<file path="src/hdl/ftg_pkg.sv">
// ----------------------------------------------------------------------------
// ftg_pkg
// Shared widths, constants, register codes, stage payload types and the
// elaboration-time builder for the 2^-u fraction table.
// ----------------------------------------------------------------------------
package ftg_pkg;

  // Field and datapath widths.
  localparam int unsigned DIST_W    = 32;
  localparam int unsigned MAG_W     = 31;
  localparam int unsigned RATE_W    = 32;
  localparam int unsigned WEIGHT_W  = 17;
  localparam int unsigned SQ_W      = 62;
  localparam int unsigned EXP_N_W   = 5;
  localparam int unsigned FRAC_W    = 32;
  localparam int unsigned ENTRY_W   = 33;

  // Configuration port.
  localparam int unsigned CFG_IDX_W  = 1;
  localparam int unsigned CFG_DATA_W = 32;

  typedef enum logic [CFG_IDX_W-1:0] {
    CFG_PLATEAU_HALF_WIDTH = 1'b0,
    CFG_DECAY_RATE         = 1'b1
  } cfg_idx_e;

  // Constants.
  localparam logic [MAG_W-1:0]    MAG_SAT    = 31'h7fff_ffff;
  localparam logic [DIST_W-1:0]   DIST_MIN   = 32'h8000_0000;
  localparam logic [RATE_W-1:0]   RATE_RESET = 32'd65536;
  localparam logic [WEIGHT_W-1:0] ONE_Q16    = 17'd65536;
  localparam logic [30:0]         LOG2E_Q30  = 31'd1549082005;
  localparam logic [63:0]         LN2_Q32    = 64'd2977044472;

  // Payload after the squaring stages.
  typedef struct packed {
    logic            plat;
    logic [SQ_W-1:0] sq;
  } sq_t;

  // Payload after the exponent argument stages.
  typedef struct packed {
    logic               plat;
    logic               zero;
    logic [EXP_N_W-1:0] n;
    logic [FRAC_W-1:0]  frac;
  } arg_t;

  // Entry k of the 2^(-k/2^bits) table in Q.32, from a truncated
  // alternating series for exp(-k*ln2/2^bits). Used at elaboration only.
  function automatic logic [ENTRY_W-1:0] exp2_entry(input int k, input int bits);
    logic [63:0] y;
    logic [63:0] term;
    logic [63:0] sum;
    y    = (64'(k) * LN2_Q32) >> bits;
    term = 64'h1_0000_0000;
    sum  = term;
    for (int j = 1; j <= 24; j++) begin
      term = ((term * y) >> 32) / 64'(j);
      if ((j % 2) == 1) begin
        sum = sum - term;
      end else begin
        sum = sum + term;
      end
    end
    return sum[ENTRY_W-1:0];
  endfunction

endpackage

</file>
<file path="src/hdl/ftg_dist.sv">
// ----------------------------------------------------------------------------
// ftg_dist
// Stages 1-3: magnitude of the distance, plateau test with offset from the
// half-width, and the exact square of that offset.
// ----------------------------------------------------------------------------
module ftg_dist (
  input  logic                         clk_i,
  input  logic                         rst_ni,
  input  logic                         valid_i,
  output logic                         ready_o,
  input  logic [ftg_pkg::DIST_W-1:0]   distance_i,
  input  logic [ftg_pkg::MAG_W-1:0]    w1_i,
  output logic                         valid_o,
  input  logic                         ready_i,
  output ftg_pkg::sq_t                 data_o
);

  localparam int unsigned NS = 3;

  logic [NS-1:0] v_q;
  logic [NS:0]   en;

  // Each stage loads when it is empty or the stage after it moves.
  always_comb begin
    en[NS] = ready_i;
    for (int k = 0; k < NS; k++) begin
      en[k] = ~v_q[k] | en[k+1];
    end
  end
  assign ready_o = en[0];
  assign valid_o = v_q[NS-1];

  always_ff @(posedge clk_i or negedge rst_ni) begin
    if (!rst_ni) begin
      v_q <= '0;
    end else begin
      if (en[0]) v_q[0] <= valid_i;
      for (int k = 1; k < NS; k++) begin
        if (en[k]) v_q[k] <= v_q[k-1];
      end
    end
  end

  // Stage 1: magnitude, with the most negative value saturated.
  logic [ftg_pkg::DIST_W-1:0] neg;
  logic [ftg_pkg::MAG_W-1:0]  mag_d, mag_q;

  always_comb begin
    neg = ~distance_i + 32'd1;
    if (distance_i == ftg_pkg::DIST_MIN) begin
      mag_d = ftg_pkg::MAG_SAT;
    end else if (distance_i[ftg_pkg::DIST_W-1]) begin
      mag_d = neg[ftg_pkg::MAG_W-1:0];
    end else begin
      mag_d = distance_i[ftg_pkg::MAG_W-1:0];
    end
  end

  // Stage 2: one subtraction gives both the plateau test and the offset.
  logic [ftg_pkg::MAG_W:0]   diff;
  logic                      plat_d, plat2_q, plat3_q;
  logic [ftg_pkg::MAG_W-1:0] off_d, off_q;

  assign diff   = {1'b0, mag_q} - {1'b0, w1_i};
  assign plat_d = diff[ftg_pkg::MAG_W];
  assign off_d  = diff[ftg_pkg::MAG_W-1:0];

  // Stage 3: exact Q30.32 square.
  logic [ftg_pkg::SQ_W-1:0] sq_d, sq_q;

  assign sq_d = off_q * off_q;

  always_ff @(posedge clk_i) begin
    if (en[0]) mag_q <= mag_d;
    if (en[1]) begin
      plat2_q <= plat_d;
      off_q   <= off_d;
    end
    if (en[2]) begin
      plat3_q <= plat2_q;
      sq_q    <= sq_d;
    end
  end

  assign data_o.plat = plat3_q;
  assign data_o.sq   = sq_q;

endmodule

</file>
<file path="config.mk">
export PLATFORM = sky130hd
export DESIGN_NAME = ftg_dist
export DESIGN_NICKNAME = d
export VERILOG_FILES = /design/src/hdl/ftg_pkg.sv /design/src/hdl/ftg_dist.sv
export SDC_FILE = /design/constraint.sdc
export NUM_CORES = 2
export LEC_CHECK = 0
export BUFFER_PORTS_ARGS = -buffer_cell sky130_fd_sc_hd__buf_2
export CORE_MARGIN = 5
export CORE_UTILIZATION = 52
export DETAILED_ROUTE_END_ITERATION = 10
export GPL_TIMING_DRIVEN = 0
export PLACE_DENSITY = 0.72
export SLEW_MARGIN = 5
export SYNTH_ARGS = -nofsm -noshare
export SYNTH_HDL_FRONTEND = slang
export SYNTH_SLANG_ARGS = --single-unit
</file>
<file path="constraint.sdc">
create_clock -name clk_i -period 12.8 [get_ports clk_i]
set_input_delay 2.56 -clock clk_i [delete_from_list [all_inputs] [get_ports clk_i]]
set_output_delay 2.56 -clock clk_i [all_outputs]
set_load 0.03 [all_outputs]
</file>
### Word-level counts from Yosys, hierarchy flattened

Index checks and enable logic that the tools add are counted.

| operators by class | value |
|---|---|
| muxes and demuxes | 1 |
| eq/ne operators | 1 |
| $add $sub $neg | 2 |
| multipliers | 1 |
| bitwise logic cells | 7 |

Operators with widths:

| cell | number |
|---|---|
| $mul A31 B31 Y62 | 1 |
| $eq A32 B32 Y1 const B | 1 |
| $sub A31 B31 Y32 | 1 |
| $add A31 B1 Y31 const B | 1 |
| $mux W31 | 1 |
| $not A31 Y31 | 1 |
| $not A1 Y1 | 3 |
| $or A1 B1 Y1 | 3 |

| storage, ports and cells | value |
|---|---|
| output and inout port bits | 65 |
| input port bits | 67 |
| bits in registers | 129 |
| word-level logic and storage cells | 20 |

### Logic depth before layout (Yosys ltp)

| depth | value |
|---|---|
| depth in word-level cells | 4 |
| mapped depth | 30 |
| mapped depth without buffers | 28 |

### Worst setup path after synthesis

Ideal clock, no wire load.

| timing path | value |
|---|---|
| path type | flip-flop to flip-flop |
| from | reg off_q[4] in the netlist's numbering |
| to | reg sq_q[47] in the netlist's numbering (data pin) |
| arrival | 7499 ps |
| path buffers | 3 |
| setup slack | 5045 ps |
| data required time | 12544 ps |
| library setup time | 256 ps |
| cell stages (with the launch flop) | 28 |
| clock period less this slack | 7755 ps |
| cell sequence | edfxtp_1 -> clkbuf_1 -> clkbuf_1 -> nand2_1 -> fa_1 -> inv_1 -> fa_1 -> fa_1 -> inv_1 -> fa_1 -> inv_1 -> fa_1 -> inv_1 -> fa_1 -> inv_1 -> fa_1 -> fa_1 -> ha_1 -> clkbuf_1 -> a211oi_1 -> o21bai_1 -> a2111oi_0 -> a22o_1 -> o21ai_1 -> a211oi_1 -> o21ai_1 -> a211o_1 -> o211a_1 |

| between the ends | value |
|---|---|
| cells in the longest elaborated chain, start to end | 1 |

RTL lines:

| item | RTL line | source |
|---|---|---|
| start, declared | ftg_dist.sv:62 | `logic [ftg_pkg::MAG_W-1:0] off_d, off_q;` |
| start signal, assigned | ftg_dist.sv:77 | `off_q <= off_d;` |
| $mul A31 B31 Y62 | ftg_dist.sv:71 | `assign sq_d = off_q * off_q;` |
| named net sq_d (one bit) | ftg_dist.sv:69 | `logic [ftg_pkg::SQ_W-1:0] sq_d, sq_q;` |
| end signal, assigned | ftg_dist.sv:81 | `sq_q <= sq_d;` |
| end, declared | ftg_dist.sv:69 |  |

The timed path passes the listed nets, and every way through them passes these cells.
A chain may end at the register's enable or synchronous reset.

### Final worst setup path

Ends and elaborated chain as after synthesis.

==> results.json <==
{
  "status": "finished, final reports clean",
  "cp_common_cell": "fa_1",
  "portBuffers": 129,
  "floorplan.initialDensity_pct": 52.4,
  "root_buffer": "clkbuf_16",
  "first_global_vias": 26200,
  "seq_area_frac_synth_pct": 11.3,
  "hp-class": "reg -> reg",
  "cp_max_fo": 10,
  "dp_hpwl_um": 81400,
  "synth_ff_type": "edfxtp_1",
  "gp_congestion": 1.06,
  "post_cts_buffers": 0,
  "drcViolationCount": 0,
  "antenna_left": 0,
  "hold_violations": 0,
  "routed_wl_um": 97500,
  "cts_made_buffers": 17,
  "syn_inst": 3524,
  "n_fill_cell": 5794,
  "crit_arrival_ps": 10610,
  "ctsHtreeMaxLevel": 4,
  "skew_ps": 25.3,
  "drive_gt1_share_pct": 5.10,
  "setup_violations": 0,
  "fp.dieArea_mm2": 0.0702,
  "synth-edff-count": 125,
  "critPathBufInv": 8,
  "antenna_found_initial": 5,
  "holdWs_ps": 438,
  "cts.repair.resized": 0,
  "vias": 24600,
  "num-nets-final": 4793,
  "ctsHoldBuffers": 0,
  "drt-vias-per-instance": 5.41,
  "rows": 93,
  "insertion_delay_ps": 490,
  "grt_usage_pct": 28.3,
  "netlist_area_mm2": 0.0338,
  "grt_pass1_wl_um": 149000,
  "slowest_delay_ps": 800,
  "io_pins": 132,
  "critPathRequiredTime_ps": 13030,
  "slew_headroom_pct": 23.3,
  "first_iter_violations": 1866,
  "critPathCaptureType": "flip-flop",
  "clk_pin_slew_ps": 90,
  "clock.fmax_ghz": 0.0963,
  "syn_nets": 4641,
  "grt_max_degree": 61,
  "critPathTopFamily": "adder cells",
  "worst_slack_ps": 2420,
  "start_kind": "flip-flop",
  "area_growth_pct": 7.12,
  "tns_ps": 0,
  "finalMaxSlewViolations": 0,
  "clockBufferDepth": 2,
  "min_period_ps": 10380,
  "pre_cts_slack_ps": 2820,
  "overflow": 0,
  "die_h_um": 265,
  "finalCritPeriodShare_pct": 81.1,
  "critPathKind": "reg -> reg",
  "ys_seq_elements": 128,
  "worst_pin_slew_ps": 1150,
  "synth.avg_cell_area_um2": 9.59,
  "synthDistinctLibCells": 70,
  "cts_tree": "yes",
  "final_common_cell": "inv_1",
  "drv_cap": 0,
  "rsz0062_at_grt": "false",
  "synthesis.yosys.warnings": 0,
  "wl_per_cell_um": 21.4,
  "critPathSlowestCell": "a2111oi_0",
  "async_flop_share_pct": 2.34,
  "dr.pass1.iters": 7,
  "layout_common_cells": "987 x inv_1, 748 x fa_1, 350 x nand2_1, 302 x ha_1, 202 x and2_1",
  "die_width_um": 265,
  "core-area_mm2": 0.0645,
  "clkSinkCount": 128
}
## metrics by stage
stage / utilization, % / area (um^2) / instances
global placement: 55.1 / 35500 / 4508
CTS: 56.1 / 36200 / 4544
floorplan: - / 33800 / 3524
global route: 56.1 / 36200 / 4544
detailed placement: 55.2 / 35600 / 4512
finish: 56.2 / 36200 / 4547
## registers in the layout (all words and copies together) (netlist names)
signal	flops
sq_q	61
mag_q	31
off_q	31
v_q	3
plat2_q	1
plat3_q	1
## layer usage
metal  part of all wire [%]  routed length [um]  vias to the layer above  track usage, %
li1                       -                   -                    10900               -
met1                     36               35100                    12300            34.5
met2                     46               45300                     1118            44.8
met3                     10                9940                      320            8.42
met4                    7.3                7100                        6            16.5
met5                  0.040                  39                        -               0
## cell families after synthesis
kind of cell	after synthesis	synth area share, %
and+or+nand+nor	775	11.1
adders and majority gates	1050	55.5
xor gates and xnor gates	132	3.42
muxes	4	0.122
other	1	0.0111
DFF	128	11.3
buffers and inverters	1114	12.5
AOI/OAI and AO/OA	320	6.07
## cell usage after synthesis (all sizes together) (22+ instances only)
| library cell | n | area, um^2 |
|---|---|---|
| inv | 987 | 3700 |
| fa | 748 | 15000 |
| nand2 | 350 | 1310 |
| ha | 302 | 3780 |
| and2 | 203 | 1270 |
| edfxtp | 125 | 3750 |
| clkbuf | 119 | 457 |
| a21oi | 105 | 526 |
| nor2 | 92 | 345 |
| xnor2 | 70 | 613 |
| xor2 | 62 | 543 |
| o21ai | 60 | 300 |
| a21o | 35 | 263 |
| nand4 | 23 | 144 |
| nand3 | 22 | 110 |
## worst reg2reg max path: cells and delay by family (launching register included)
family	cells	cell delay, ps
AO/OA/AOI/OAI	9	3150
flip-flops	1	690
adder cells (fa/ha/maj)	9	4270
buffers and inverters	8	1850
AND/OR/NAND/NOR	1	150
## final timing paths
path                                from  endpoint  slack, ps  depth (start not counted)
worst max-delay path            off_q[4]  sq_q[47]       2420                         27
worst min-delay path             plat2_q   plat3_q        440                          0
worst max register to register  off_q[4]  sq_q[47]       2420                         27
worst min register to register   plat2_q   plat3_q        440                          0
max in group asynchronous         rst_ni    v_q[1]      10820                          1
min in group asynchronous         rst_ni    v_q[2]       1870                          1
## cell type report
type,instances,area [um^2],area share (%)
Inverter,988,3710,10.2
Clock buffer,17,425,1.18
Tap cell,855,1070,2.96
Multi-Input combinational cell,2282,25800,71.2
Clock inverter,15,170,0.470
Timing Repair Buffer,133,727,2.01
Sequential cell,128,3830,10.6
Buffer,126,502,1.39
Antenna cell,3,7.51,0.0207
Power is left out: the tool's default activity adds up to more than one toggle a clock period on the data nets, which glitch-free logic cannot reach.
